<file path="src/hdl/cfud_pkg.sv">
`timescale 1ns / 1ps

package cfud_pkg;

    localparam logic [7:0] SYNC_FIRST   = 8'hAB;
    localparam logic [7:0] SYNC_SECOND  = 8'hCD;
    localparam logic [3:0] STAMP_BYTES  = 4'd8;
    localparam logic [3:0] IDENT_BYTES  = 4'd4;
    localparam logic [3:0] LANE_LIMIT   = 4'd8;
    localparam int         MAX_DATA_BYTES_DEF = 8;

    localparam logic STATUS_OK      = 1'b0;
    localparam logic STATUS_BAD_LEN = 1'b1;

    typedef struct packed {
        logic        frame_status;
        logic [63:0] time_stamp;
        logic [31:0] identifier;
        logic        remote_request;
        logic        extended_id;
        logic [3:0]  data_length;
        logic [63:0] payload;
    } t_result;

endpackage

</file>
<file path="src/hdl/can_frame_uart_deframer_unit.sv">
// Byte-stream deframer: hunts for the sync pair AB CD, then gathers an 8-byte
// timestamp, a 4-byte identifier, a flag byte, a length byte and up to
// MAX_DATA_BYTES data bytes, all little-endian, and emits one message beat.
// Input channel: one received byte per beat (i_in_valid / o_in_ready).
// Output channel: one frame beat per message (o_out_valid / i_out_ready),
// frame_status 1 marks a dropped frame whose length code was too large.
// The last byte of the frame (length byte for empty or bad frames) passes
// from the input holding register through the frame state update into the
// result register, which drives o_out_valid.
// Throughput: one byte per cycle while the result register is free, set
// by the frame state update between the holding and result registers.
// When the receiver stalls, the result register holds, the state update
// pauses, the holding register fills and then o_in_ready drops.
// Reset clears both valid flags and puts the block back to sync hunting.
`timescale 1ns / 1ps

module can_frame_uart_deframer_unit
    import cfud_pkg::*;
#(
    parameter int MAX_DATA_BYTES = MAX_DATA_BYTES_DEF
) (
    input  logic        i_clk,
    input  logic        i_rst_n,
    input  logic        i_in_valid,
    output logic        o_in_ready,
    input  logic [7:0]  i_rx_byte,
    output logic        o_out_valid,
    input  logic        i_out_ready,
    output logic        o_frame_status,
    output logic [63:0] o_time_stamp,
    output logic [31:0] o_identifier,
    output logic        o_remote_request,
    output logic        o_extended_id,
    output logic [3:0]  o_data_length,
    output logic [63:0] o_payload
);

    logic       byte_valid;
    logic [7:0] byte_q;
    logic       slot_free;
    logic       fire;
    logic       res_valid;
    t_result    res;
    t_result    out_res;

    assign fire = byte_valid && slot_free;

    cfud_in_stage u_in (
        .i_clk        (i_clk),
        .i_rst_n      (i_rst_n),
        .i_in_valid   (i_in_valid),
        .o_in_ready   (o_in_ready),
        .i_rx_byte    (i_rx_byte),
        .i_take       (fire),
        .o_byte_valid (byte_valid),
        .o_byte       (byte_q)
    );

    cfud_core #(
        .MAX_DATA_BYTES (MAX_DATA_BYTES)
    ) u_core (
        .i_clk       (i_clk),
        .i_rst_n     (i_rst_n),
        .i_fire      (fire),
        .i_byte      (byte_q),
        .o_res_valid (res_valid),
        .o_res       (res)
    );

    cfud_out_stage u_out (
        .i_clk       (i_clk),
        .i_rst_n     (i_rst_n),
        .i_load      (fire && res_valid),
        .i_res       (res),
        .i_out_ready (i_out_ready),
        .o_slot_free (slot_free),
        .o_out_valid (o_out_valid),
        .o_res       (out_res)
    );

    assign o_frame_status   = out_res.frame_status;
    assign o_time_stamp     = out_res.time_stamp;
    assign o_identifier     = out_res.identifier;
    assign o_remote_request = out_res.remote_request;
    assign o_extended_id    = out_res.extended_id;
    assign o_data_length    = out_res.data_length;
    assign o_payload        = out_res.payload;

endmodule

</file>
<file path="src/hdl/cfud_in_stage.sv">
`timescale 1ns / 1ps

module cfud_in_stage (
    input  logic       i_clk,
    input  logic       i_rst_n,
    input  logic       i_in_valid,
    output logic       o_in_ready,
    input  logic [7:0] i_rx_byte,
    input  logic       i_take,
    output logic       o_byte_valid,
    output logic [7:0] o_byte
);

    logic       r_valid;
    logic       n_valid;
    logic [7:0] r_byte;

    // holding register may refill in the same cycle it is drained
    assign o_in_ready = !r_valid || i_take;
    assign n_valid    = (i_in_valid && o_in_ready) || (r_valid && !i_take);

    always_ff @(posedge i_clk) begin
        if (!i_rst_n) begin
            r_valid <= 1'b0;
        end else begin
            r_valid <= n_valid;
        end
        if (i_in_valid && o_in_ready) begin
            r_byte <= i_rx_byte;
        end
    end

    assign o_byte_valid = r_valid;
    assign o_byte       = r_byte;

endmodule

</file>
<file path="src/hdl/cfud_core.sv">
`timescale 1ns / 1ps

module cfud_core
    import cfud_pkg::*;
#(
    parameter int MAX_DATA_BYTES = MAX_DATA_BYTES_DEF
) (
    input  logic       i_clk,
    input  logic       i_rst_n,
    input  logic       i_fire,
    input  logic [7:0] i_byte,
    output logic       o_res_valid,
    output t_result    o_res
);

    localparam logic [3:0] MaxLen = 4'(MAX_DATA_BYTES);

    typedef enum logic [2:0] {
        PH_HUNT1 = 3'd0,
        PH_HUNT2 = 3'd1,
        PH_STAMP = 3'd2,
        PH_IDENT = 3'd3,
        PH_FLAGS = 3'd4,
        PH_LEN   = 3'd5,
        PH_DATA  = 3'd6
    } t_phase;

    t_phase      r_phase,  n_phase;
    logic [3:0]  r_cnt,    n_cnt;
    logic [63:0] r_stamp,  n_stamp;
    logic [31:0] r_ident,  n_ident;
    logic [1:0]  r_flags,  n_flags;
    logic [3:0]  r_len,    n_len;
    logic [63:0] r_data,   n_data;
    logic [3:0]  cnt_inc;
    logic        res_valid;
    logic        res_status;
    logic [63:0] res_data;

    assign cnt_inc = r_cnt + 4'd1;

    always_comb begin
        n_phase    = r_phase;
        n_cnt      = r_cnt;
        n_stamp    = r_stamp;
        n_ident    = r_ident;
        n_flags    = r_flags;
        n_len      = r_len;
        n_data     = r_data;
        res_valid  = 1'b0;
        res_status = STATUS_OK;
        res_data   = '0;
        case (r_phase)
            PH_HUNT2: begin
                if (i_byte == SYNC_SECOND) begin
                    n_phase = PH_STAMP;
                    n_cnt   = '0;
                    n_stamp = '0;
                    n_ident = '0;
                    n_flags = '0;
                    n_len   = '0;
                    n_data  = '0;
                end else if (i_byte != SYNC_FIRST) begin
                    n_phase = PH_HUNT1;
                end
            end
            PH_STAMP: begin
                n_stamp[{r_cnt[2:0], 3'b000} +: 8] =
                    r_stamp[{r_cnt[2:0], 3'b000} +: 8] | i_byte;
                n_cnt = cnt_inc;
                if (cnt_inc >= STAMP_BYTES) begin
                    n_cnt   = '0;
                    n_phase = PH_IDENT;
                end
            end
            PH_IDENT: begin
                n_ident[{r_cnt[1:0], 3'b000} +: 8] =
                    r_ident[{r_cnt[1:0], 3'b000} +: 8] | i_byte;
                n_cnt = cnt_inc;
                if (cnt_inc >= IDENT_BYTES) begin
                    n_cnt   = '0;
                    n_phase = PH_FLAGS;
                end
            end
            PH_FLAGS: begin
                n_flags = i_byte[1:0];
                n_phase = PH_LEN;
            end
            PH_LEN: begin
                n_len = i_byte[3:0];
                n_cnt = '0;
                if (i_byte[3:0] > MaxLen) begin
                    res_valid  = 1'b1;
                    res_status = STATUS_BAD_LEN;
                    n_phase    = PH_HUNT1;
                end else if (i_byte[3:0] == 4'd0) begin
                    res_valid = 1'b1;
                    n_phase   = PH_HUNT1;
                end else begin
                    n_phase = PH_DATA;
                end
            end
            PH_DATA: begin
                n_data[{r_cnt[2:0], 3'b000} +: 8] =
                    r_data[{r_cnt[2:0], 3'b000} +: 8] | i_byte;
                n_cnt = cnt_inc;
                if (cnt_inc >= r_len || cnt_inc >= LANE_LIMIT) begin
                    res_valid = 1'b1;
                    res_data  = n_data;
                    n_cnt     = '0;
                    n_phase   = PH_HUNT1;
                end
            end
            default: begin
                // hunting, unused codes land here too
                n_phase = (i_byte == SYNC_FIRST) ? PH_HUNT2 : PH_HUNT1;
            end
        endcase
    end

    always_ff @(posedge i_clk) begin
        if (!i_rst_n) begin
            r_phase <= PH_HUNT1;
            r_cnt   <= '0;
            r_stamp <= '0;
            r_ident <= '0;
            r_flags <= '0;
            r_len   <= '0;
            r_data  <= '0;
        end else if (i_fire) begin
            r_phase <= n_phase;
            r_cnt   <= n_cnt;
            r_stamp <= n_stamp;
            r_ident <= n_ident;
            r_flags <= n_flags;
            r_len   <= n_len;
            r_data  <= n_data;
        end
    end

    assign o_res_valid          = res_valid;
    assign o_res.frame_status   = res_status;
    assign o_res.time_stamp     = r_stamp;
    assign o_res.identifier     = r_ident;
    assign o_res.remote_request = r_flags[0];
    assign o_res.extended_id    = r_flags[1];
    assign o_res.data_length    = n_len;
    assign o_res.payload        = res_data;

    a_res_phase: assert property (@(posedge i_clk) disable iff (!i_rst_n)
        res_valid |-> (r_phase == PH_LEN || r_phase == PH_DATA))
        else $error("result outside length or data phase");

    a_back_to_hunt: assert property (@(posedge i_clk) disable iff (!i_rst_n)
        (i_fire && res_valid) |=> (r_phase == PH_HUNT1))
        else $error("no return to hunting after result");

    a_cnt_range: assert property (@(posedge i_clk) disable iff (!i_rst_n)
        r_cnt < LANE_LIMIT)
        else $error("byte count out of range");

    a_err_empty: assert property (@(posedge i_clk) disable iff (!i_rst_n)
        (res_valid && res_status == STATUS_BAD_LEN) |-> (res_data == '0))
        else $error("error result carries data");

endmodule

</file>
<file path="src/hdl/cfud_out_stage.sv">
`timescale 1ns / 1ps

module cfud_out_stage
    import cfud_pkg::*;
(
    input  logic    i_clk,
    input  logic    i_rst_n,
    input  logic    i_load,
    input  t_result i_res,
    input  logic    i_out_ready,
    output logic    o_slot_free,
    output logic    o_out_valid,
    output t_result o_res
);

    logic    r_valid;
    t_result r_res;

    assign o_slot_free = !r_valid || i_out_ready;

    always_ff @(posedge i_clk) begin
        if (!i_rst_n) begin
            r_valid <= 1'b0;
        end else if (i_load) begin
            r_valid <= 1'b1;
        end else if (i_out_ready) begin
            r_valid <= 1'b0;
        end
        if (i_load) begin
            r_res <= i_res;
        end
    end

    assign o_out_valid = r_valid;
    assign o_res       = r_res;

endmodule
</file>
<file path="config.mk">
export PLATFORM = sky130hd
export DESIGN_NAME = can_frame_uart_deframer_unit
export DESIGN_NICKNAME = d
export VERILOG_FILES = /design/src/hdl/cfud_pkg.sv /design/src/hdl/can_frame_uart_deframer_unit.sv /design/src/hdl/cfud_in_stage.sv /design/src/hdl/cfud_core.sv /design/src/hdl/cfud_out_stage.sv
export SDC_FILE = /design/constraint.sdc
export NUM_CORES = 1
export LEC_CHECK = 0
export BUFFER_PORTS_ARGS = -buffer_cell sky130_fd_sc_hd__buf_4
export CORE_MARGIN = 2
export CORE_UTILIZATION = 25
export DETAILED_ROUTE_END_ITERATION = 10
export GPL_TIMING_DRIVEN = 0
export MAX_ROUTING_LAYER = met4
export PLACE_DENSITY = 0.39
export SETUP_SLACK_MARGIN = 0.3
export SLEW_MARGIN = 10
export SYNTH_ARGS = -nofsm -noshare
export SYNTH_HDL_FRONTEND = slang
export SYNTH_SLANG_ARGS = --single-unit
</file>
<file path="constraint.sdc">
create_clock -name i_clk -period 15.22 [get_ports i_clk]
set_input_delay 0.761 -clock i_clk [delete_from_list [all_inputs] [get_ports i_clk]]
set_output_delay 0.761 -clock i_clk [all_outputs]
set_load 0.01 [all_outputs]
</file>
# [Word level (Yosys, flattened, before mapping)]
# Index checks and enable logic that the tools add are counted.
[word_totals] output_inout_bits=169 in_bits=12 reg_bits=350
[op_classes] add_sub_neg=3 bitwise=3 n_reduce_logical=25 shift=8 n_mux=33 magnitude_cmp=4 eq_ne=14
[ops] cell="one-hot mux 64 bit (2 select lines)" n=2
[ops] cell="bitwise mux 64 bit" n=2
[ops] cell="indexed part select 64 x 7 -> 8 bit" n=2
[ops] cell="indexed part select 8 x 8 -> 64 bit" n=2
[ops] cell="2-to-1 mux 64 bit" n=1
[ops] cell="one-hot mux 32 bit (2 select lines)" n=1
[ops] cell="variable shift 8 x 8 -> 64 bit (first input constant)" n=1
[ops] cell="bitwise mux 32 bit" n=1
[ops] cell="2-to-1 mux 32 bit" n=1
[ops] cell="variable shift 8 x 7 -> 32 bit (first input constant)" n=1
[ops] cell="indexed part select 32 x 6 -> 8 bit" n=1
[ops] cell="indexed part select 8 x 7 -> 32 bit" n=1
[ops] cell="OR 8 bit" n=3
[ops] cell="2-to-1 mux 3 bit" n=7
[ops] cell="2-to-1 mux 4 bit" n=5
[ops] cell="one-hot mux 4 bit (5 select lines)" n=1
[ops] cell="one-hot mux 3 bit (6 select lines)" n=1
[ops] cell="== test 8 bit (second input constant)" n=2
[ops] cell="AND reduction 3 bit" n=5
[ops] cell="nonzero test 2 bit" n=5
[ops] cell="== test 3 bit (second input constant)" n=3
[ops] cell="inequality test 2 x 1 -> 1 bit (second input constant)" n=4
[ops] cell="inequality test 8 bit (second input constant)" n=1
[ops] cell="negation 6 -> 8 bit" n=1
[ops] cell="21 further kinds" n=36

# [Depth between registers and ports, before layout]
# Gate-level depths: netlist of run 1.
[logic_depth] word_depth=7 mapped_depth=13

# [Modules after synthesis]
# Synthesis of run 1 repeated with hierarchy kept, for this count alone.
[hier_totals] cells_unflattened=1071 area_unflattened_um2=13975.9
[modules_own_cells] module="cfud_core" cells_per_inst=885 area_per_inst_um2=8602.0 n_inst=1
[modules_own_cells] module="cfud_out_stage" cells_per_inst=171 area_per_inst_um2=5063.6 n_inst=1
[modules_own_cells] module="cfud_in_stage" cells_per_inst=13 area_per_inst_um2=297.8 n_inst=1
[modules_own_cells] module="can_frame_uart_deframer_unit" cells_per_inst=2 area_per_inst_um2=12.5 n_inst=1

# [Worst setup path after synthesis of run 1]
# No wires, ideal clock.
[synth_path] kind="reg-to-reg" from="register u_core.r_cnt[0]" to="register u_out.r_res, in the netlist u_out.o_res[0], enable pin" t_arrival_ps=9905 setup_ps=750 n_path_buf=2 path_stages_with_launch=10 slack_ps=4565 cell_sequence="dfxtp_1 -> buf_6 -> buf_6 -> inv_1 -> ha_1 -> ha_1 -> a31oi_1 -> o21ai_0 -> nand3_1 -> a21oi_1"
[synth_via] elab_chain_cells=6 elab_cells_between_ends=7 classes_between="1 x add/sub; 2 x order compare; 2 x mux; 2 x reduce/logical"
[synth_lines] item="from (decl)" line_no="cfud_core.sv:29" text="logic [3:0] r_cnt, n_cnt;"
[synth_lines] item="from (signal assigned)" line_no="cfud_core.sv:132" text="r_cnt <= n_cnt;"
[synth_lines] item="adder 4 x 1 -> 4 bit *" line_no="cfud_core.sv:40" text="assign cnt_inc = r_cnt + 4'd1;"
[synth_lines] item="greater-or-equal comparator 4 bit" line_no="cfud_core.sv:107" text="if (cnt_inc >= r_len || cnt_inc >= LANE_LIMIT) begin"
[synth_lines] item="logical OR 1 bit *" line_no="cfud_core.sv:107"
[synth_lines] item="2-to-1 mux 1 bit *" line_no="cfud_core.sv:107"
[synth_lines] item="one-hot mux 1 bit (2 select lines) *" line_no="cfud_core.sv:53" text="case (r_phase)"
[synth_lines] item="logical AND 1 bit *" line_no="can_frame_uart_deframer_unit.sv:73" text=".i_load (fire && res_valid),"
[synth_lines] item="named net u_out.i_load" line_no="cfud_out_stage.sv:8" text="input logic i_load,"
[synth_lines] item="to (signal assigned)" line_no="cfud_out_stage.sv:30" text="r_res <= i_res;"
[synth_lines] item="to (decl)" line_no="cfud_out_stage.sv:17" text="t_result r_res;"
# The timed path passes the listed nets; every way through them passes the cells marked *.
# A chain may end at the register's enable or synchronous reset.

# [Worst setup path in the final report of run 1]
[layout_path] from="register u_core.r_cnt[1]" to="register u_out.r_res, in the netlist u_out.o_res[10], data pin"
[layout_via] elab_chain_cells=4 elab_cells_between_ends=11 classes_between="2 x add/sub; 2 x order compare; 3 x shift; 1 x mux; 1 x bitwise; 2 x reduce/logical"
[layout_lines] item="indexed part select 64 x 7 -> 8 bit / adder 4 x 1 -> 4 bit (equally long branches)" line_no="cfud_core.sv:105, cfud_core.sv:40"
[layout_lines] item="OR 8 bit / greater-or-equal comparator 4 bit (equally long branches)" line_no="cfud_core.sv:105, cfud_core.sv:107"
[layout_lines] item="indexed part select 8 x 8 -> 64 bit / logical OR 1 bit (equally long branches)" line_no="cfud_core.sv:104, cfud_core.sv:107"
[layout_lines] item="bitwise mux 64 bit / AND reduction 2 bit (equally long branches)"
# Parallel ways exist; a longest one is shown, timed or not.

==> summary.md, run 1 <==
| Metric | Value |
|---|---|
| Number of flops mapped to enable cells by yosys | ~180 |
| Mapped Avg Cell Area | 12.0 um^2 |
| Mapped cell area | between 0.01 and 0.015 mm^2 |
| Yosys reg bits | 350 |
| GRT overflow | 0 |
| Final net count | 1,404 |
| Setup TNS after final layout | 0 ns |
| Final setup viols | 0 |
| Row Count | 86 |
| Worst hold path type | in -> reg |
| I/O Pins | 181 |
| CP max FO | 10 |
| Pin count of the biggest net entering global routing | 28 |
| Ys flop type | edfxtp_1 |
| Filler Cells Inserted | 5,581 |
| Largest family of logic cells by synthesized area | compound AO/OA/AOI/OAI gates |
| Vias in the first global route | 10,200 |
| Core Area | 0.0550 mm^2 |
| Area after DPL | 0.0163 mm^2 |
| Post-Synth Simple-Gate Area | roughly 12% |
| Synth cell types | 58 |
| Synth Area in Compound Gates | 14.1% |
| Commonest cells post-synth | 185 x nand2_1, 175 x dfxtp_1, 175 x edfxtp_1 |
| Most numerous cell in the Yosys netlist | nand2_1 |
| Final Hold Vio Count | 0 |
| WP data required | 15.46 ns |
| XOR/XNOR share of the synthesized area | less than 1% |
| Min Hold Slack | between 0.3 and 0.4 ns |
| Place WS | 11.00 ns |
| GP Congestion | 0.840 |
| Fmax | 239 MHz |
| Area leader, netlist | edfxtp_1 |
| Top-area cell type share of the netlist area | 37.9% |
| RSZ-0062 raised after global routing | false |
| Max Cap Viol | 0 |
| Leak pwr | 5.61 nW |
| Die Span X | 239 um |
| Ranking of synthesized cells by area | edfxtp_1 38%, dfxtp_1 25%, mux4_2 6.5% |
| Worst-Margin Slew | 1.17 ns |
| Root Driver | clkbuf_16 |
| Final design utilization | 32.4% |
| Initial antenna violation count | 1 |
| Finished Layout Cells | 2,164 |
| CTS tree | done |
| CP endpoint kind | flip-flop |
| Drt pass-1 iters | 5 |
| Post-route clock period utilization | 27.5% |
| CTS clk-pin slew, worst paths | around 0.06 ns |
| Clk_skew | 0.0216 ns |
| Post-synth net total | 1,173 |
| Slew margin rel. | 21.3% |
| Adder-Cell Fraction of Synth Area | 0.903% |
| Async SR Flop Fraction | 0% |
| Post-DR vias/cell | about 4.6 |
| Avg WL per Cell | 21.4 um |
| Crit start category | flip-flop |
| Die H | 239 um |
| Post-synthesis mux area share | around 6.5% |
| Setup bufs post-CTS | 0 |
| Post-DP HPWL | 32,600 um |
| Worst-Skew Late Latency | 0.58 ns |
| Slew Limit Fails | 0 |
| Crit path kind | reg -> reg |
| IO buf count | 180 |
| First-pass GRT wire length | about 68,000 um |
| # DRC | 0 |
| Syn. warnings | 0 |
| DR vias | 9,903 |
| CTS Buf Count | 41 |
| Pwr Total | between 2 and 2.5 mW |
| Status | finished clean |
| Power per cell area | 118 mW/mm^2 |
| Post-synthesis instance total | roughly 1,200 |
| Seq/Total Area, Yosys | 63.2% |
| Post-CTS Hold Fix Bufs | 0 |
| CP Data Arrival Time | 4.42 ns |
| Final ANT Viol Nets | 0 |
| Post-CTS Resized | 0 |
| Worst Slack Setup Final | roughly 11 ns |
| H-Tree Depth | 2 |
| Share of cells above drive strength 1 | between 20% and 30% |
| Final WL | 46,200 um |
| Clock sinks | 350 |
| Starting DRT DRC Count | 599 |
| Total Routing Usage GR | 16.6% |
| Initial Utilization | between 20% and 30% |
| Inst Count DP | 2,087 |
| Die ar. | 0.0573 mm^2 |
| IR Drop Worst-Case VDD | 0.0674 mV |
| Maximum clock insertion buffer count | 3 |
| Final Critical Period | 4.19 ns |
| Fin area | 0.0178 mm^2 |
| Area delta synth->final | 28.7% |
[cell families (layout without fill, tap and decap cells)]
family,Yosys count,after routing
buf+inv,66,330
flops,350,350
compound gates,297,297
other cells,0,1
xor+xnor,2,2
simple gates,386,386
fa+ha+maj,10,10
mux,40,40
[metal layers]
layer | routed length (um) | track usage (%) | vias to the layer above
met4 | 1500 | 6.34 | 0
met1 | 20700 | 21.4 | 4835
met5 | 0 | - | -
li1 | - | - | 4697
met2 | 21800 | 26.4 | 286
met3 | 2180 | 2.64 | 85
[final timing paths]
| check | from | to | slack, ns | depth (start not counted) |
|---|---|---|---|---|
| setup / recovery | u_core.r_cnt[1] | u_out.o_res[10] | 11.03 | 13 |
| hold / removal | i_rx_byte[1] | u_in.o_byte[1] | 0.37 | 1 |
| setup reg to reg | u_core.r_cnt[1] | u_out.o_res[10] | 11.03 | 13 |
| hold reg to reg | u_core.r_cnt[3] | u_core.r_cnt[3] | 0.45 | 2 |
[worst max-delay path, stage by stage, from the launching register on]
cell and delay, ns:
dfxtp_1 0.39, buf_2 0.25, buf_4 0.27, buf_2 0.38, inv_1 0.16, ha_1 0.33, ha_1 0.19, a21o_1 0.17
a31oi_1 0.21, o21ai_0 0.11, nand3_1 0.17, clkbuf_1 0.56, buf_1 0.46, a211oi_1 0.17
[cell type report]
| type | instances | area [um^2] | share of cell area [%] |
|---|---|---|---|
| Antenna cell | 1 | 2.50 | 0.0140 |
| Buffer | 59 | 350 | 1.96 |
| Clock buffer | 52 | 1190 | 6.65 |
| Clock inverter | 24 | 299 | 1.68 |
| Inverter | 7 | 26.3 | 0.147 |
| Multi-Input combinational cell | 735 | 4740 | 26.6 |
| Sequential cell | 350 | 8760 | 49.1 |
| Tap cell | 748 | 936 | 5.25 |
| Timing Repair Buffer | 188 | 1530 | 8.60 |
[placed cells by master (no fill, tap or decap), types with 37 or more instances in the layout]
cell / Yosys / final
nor2_1: 101 / 101
nand2_1: 185 / 185
buf_4: 14 / 194
o21ai_0: 127 / 127
dfxtp_1: 175 / 175
mux4_2: 40 / 40
a211oi_1: 64 / 64
a21oi_1: 38 / 37
edfxtp_1: 175 / 175
clkbuf_16: 0 / 45
[sequential cells by signal, summed over array words and instances, names as in the netlist]
register / flops
u_out.o_out_valid: 1
u_core.r_ident: 32
u_in.o_byte_valid: 1
u_out.o_res: 167
u_core.r_cnt: 4
u_core.r_phase: 3
u_core.r_stamp: 64
u_core.r_flags: 2
u_core.r_len: 4
u_core.r_data: 64
u_in.o_byte: 8
[power breakdown]
part           leakage (nW)  switching, mW  total, mW  internal (mW)
clock                 0.719          0.417       1.07          0.657
sequential             2.71        0.00531      0.988          0.983
combinational          2.17         0.0373     0.0474         0.0100
Power figures use the tool's default switching activity.
==> inputs of run 2 (changes only) <==
- clock period: 15.22 -> 4.31 ns (I/O delays scaled with it)
==> run 2 against run 1 <==
Net effect:
- cell count up 0.42%
- fmax grew 17%
- sequential share of layout area is essentially flat
- clock power rose to 3.2 times the previous value
- non-clock buffer count up 9
- sequential cell count unchanged
- combinational power rose to 3.6 times the previous value
- routed wire length up 1.4%
- die area did not move
- clock-buffer cell count increased by 1
- critical endpoint is now u_out.o_res[38]
- largest cell class unchanged
==> summary.md, run 2 (same netlist as run 1, synthesis figures left out) <==
| Metric | Value |
|---|---|
| Place WS | 0.698 ns (-10.30 ns) |
| Final setup viols | 0 (unchanged) |
| Post-DR vias/cell | 4.61 (+0.78%) |
| Status | finished clean |
| Total Routing Usage GR | 16.8% (+0.15 points) |
| Final net count | 1,413 (+0.64%) |
| Worst path slowest cell | clkinv_1 |
| Die H | 239 um (unchanged) |
| Clock sinks | 350 (unchanged) |
| Levels on crit path | 11 (-2) |
| Crit path kind | reg -> reg |
| First-pass GRT wire length | 68,300 um (+0.90%) |
| WP data required | 4.68 ns (-10.78 ns) |
| Pwr Total | 7.10 mW (+240%) |
| Share of cells above drive strength 1 | 27.0% (-0.53 points) |
| Die ar. | 0.0573 mm^2 (unchanged) |
| Crit path top cell by count | buf_2 |
| R2r worst-path depth | 11 (-2) |
| Die Span X | 239 um (unchanged) |
| Row Count | 86 (unchanged) |
| Worst-Margin Slew | 0.955 ns (-0.215 ns) |
| Max Cap Viol | 0 (unchanged) |
| Slew Limit Fails | 0 (unchanged) |
| IO buf count | 180 (unchanged) |
| Post-DP HPWL | 32,800 um (+0.87%) |
| Maximum clock insertion buffer count | 3 (unchanged) |
| Post-CTS Resized | 0 (unchanged) |
| Initial antenna violation count | 1 (unchanged) |
| Initial Utilization | 25.2% (unchanged) |
| RSZ-0062 raised after global routing | false |
| Avg WL per Cell | 21.6 um (+0.95%) |
| Drt pass-1 iters | 5 (unchanged) |
| CP Data Arrival Time | 3.95 ns (-0.47 ns) |
| Post-CTS Hold Fix Bufs | 9 (+9) |
| Area delta synth->final | 28.8% |
| CP max FO | 10 (unchanged) |
| CTS tree | done |
| H-Tree Depth | 2 (unchanged) |
| # DRC | 0 (unchanged) |
| Worst Slack Setup Final | 0.729 ns (-10.31 ns) |
| IR Drop Worst-Case VDD | 0.229 mV (+240%) |
| Filler Cells Inserted | 5,535 (-0.82%) |
| Clk_skew | 0.0217 ns (+0.000101 ns) |
| Crit start category | flip-flop |
| CP endpoint kind | flip-flop |
| Final WL | 46,900 um (+1.4%) |
| WP buf/inv | 5 (-1) |
| I/O Pins | 181 (unchanged) |
| Core Area | 0.0550 mm^2 (unchanged) |
| Max reg flops | 167 (unchanged) |
| Worst hold path type | in -> reg |
| CTS clk-pin slew, worst paths | 0.06 ns (about the same) |
| Setup bufs post-CTS | 0 (unchanged) |
| Delay of the slowest critical-path stage | 0.50 ns (-0.06 ns) |
| Slew margin rel. | 36.2% (+15 points) |
| Cell family with most CP delay | buffers and inverters |
| Power per cell area | 398 mW/mm^2 (+240%) |
| DR vias | 10,000 (+1.2%) |
| Leak pwr | 5.53 nW (-1.4%) |
| Pin count of the biggest net entering global routing | 27 (-3.6%) |
| WHS Path Cells | 3 (+2) |
| Root Driver | clkbuf_16 |
| Final Critical Period | 3.58 ns (-0.604 ns) |
| Commonest non-fill, non-tap cells in the layout | 193 x buf_4, 185 x nand2_1, 175 x edfxtp_1 |
| Starting DRT DRC Count | 660 (+10%) |
| Final ANT Viol Nets | 0 (unchanged) |
| Commonest non-fill, non-tap cell in the layout | buf_4 |
| GRT overflow | 0 (unchanged) |
| Crit-path cells | buf_2 > clkinv_1 > buf_2 > ha_1 > nand2b_1 > or2_2 > nor3_2 > buf_4 > buf_2 > nor2_1 > a211oi_1 |
| Final Hold Vio Count | 0 (unchanged) |
| Fmax | 279 MHz (+17%) |
| CTS Buf Count | 41 (unchanged) |
| Vias in the first global route | 10,200 (unchanged) |
| Worst-Skew Late Latency | 0.57 ns (about the same) |
| Post-route clock period utilization | 83.1% (+56 points) |
| GP Congestion | 0.847 (+0.80%) |
==> run 2: cell type report <==
type	count	area (um^2)	share of cell area [%]
Tap cell	748	936	5.24
Sequential cell	350	8760	49.1
Clock buffer	53	1100	6.18
Antenna cell	1	2.50	0.0140
Inverter	7	36.3	0.203
Buffer	59	383	2.14
Multi-Input combinational cell	735	4790	26.8
Clock inverter	23	205	1.15
Timing Repair Buffer	197	1630	9.14
==> run 2: report_power, final <==
| group | leakage (nW) | total, mW | internal (mW) | switching [mW] |
|---|---|---|---|---|
| combinational | 2.21 | 0.173 | 0.0407 | 0.133 |
| clock | 0.638 | 3.44 | 1.99 | 1.45 |
| sequential | 2.68 | 3.49 | 3.47 | 0.0191 |
| total | 5.53 | 7.10 | 5.50 | 1.60 |
==> run 2: path summary, 6_finish.rpt <==
| check | startpoint | end | slack (ns) |
|---|---|---|---|
| worst max-delay path | u_core.r_cnt[2] | u_out.o_res[38] | 0.73 |
| worst min-delay path | i_out_ready | u_out.o_out_valid | 0.08 |
| worst max register to register | u_core.r_cnt[2] | u_out.o_res[38] | 0.73 |
| worst min register to register | u_core.r_cnt[3] | u_core.r_cnt[3] | 0.46 |
==> run 2: per-layer routing <==
metal  GRT usage [%]  vias up  part of all wire [%]
met5               -        -                     0
met4            5.45        0                   2.9
met3            3.32       84                   5.3
met2            27.0      288                    48
met1            21.2     4932                    44
li1                -     4718                     -
==> run 2: metrics by stage <==
step,utilization [%],hold slack [ns],setup TNS [ns],instance area (um^2),cells
3_3_place_gp,29.5,0.404,-389.13,16200,2079
2_1_floorplan,-,0.314,-84.86,14000,1151
3_5_place_dp,29.9,0.401,0,16400,2087
4_1_cts,32.4,0.0401,0,17800,2172
6_report,32.5,0.0827,0,17900,2173
5_1_grt,32.5,0.0822,0,17900,2173
==> run 2: worst min-delay path, delay by kind of cell <==
family | cells | cell delay (ns)
AOI/OAI and AO/OA | 1 | 0.19
and+or+nand+nor | 1 | 0.12
buffers and inverters | 1 | 0.08
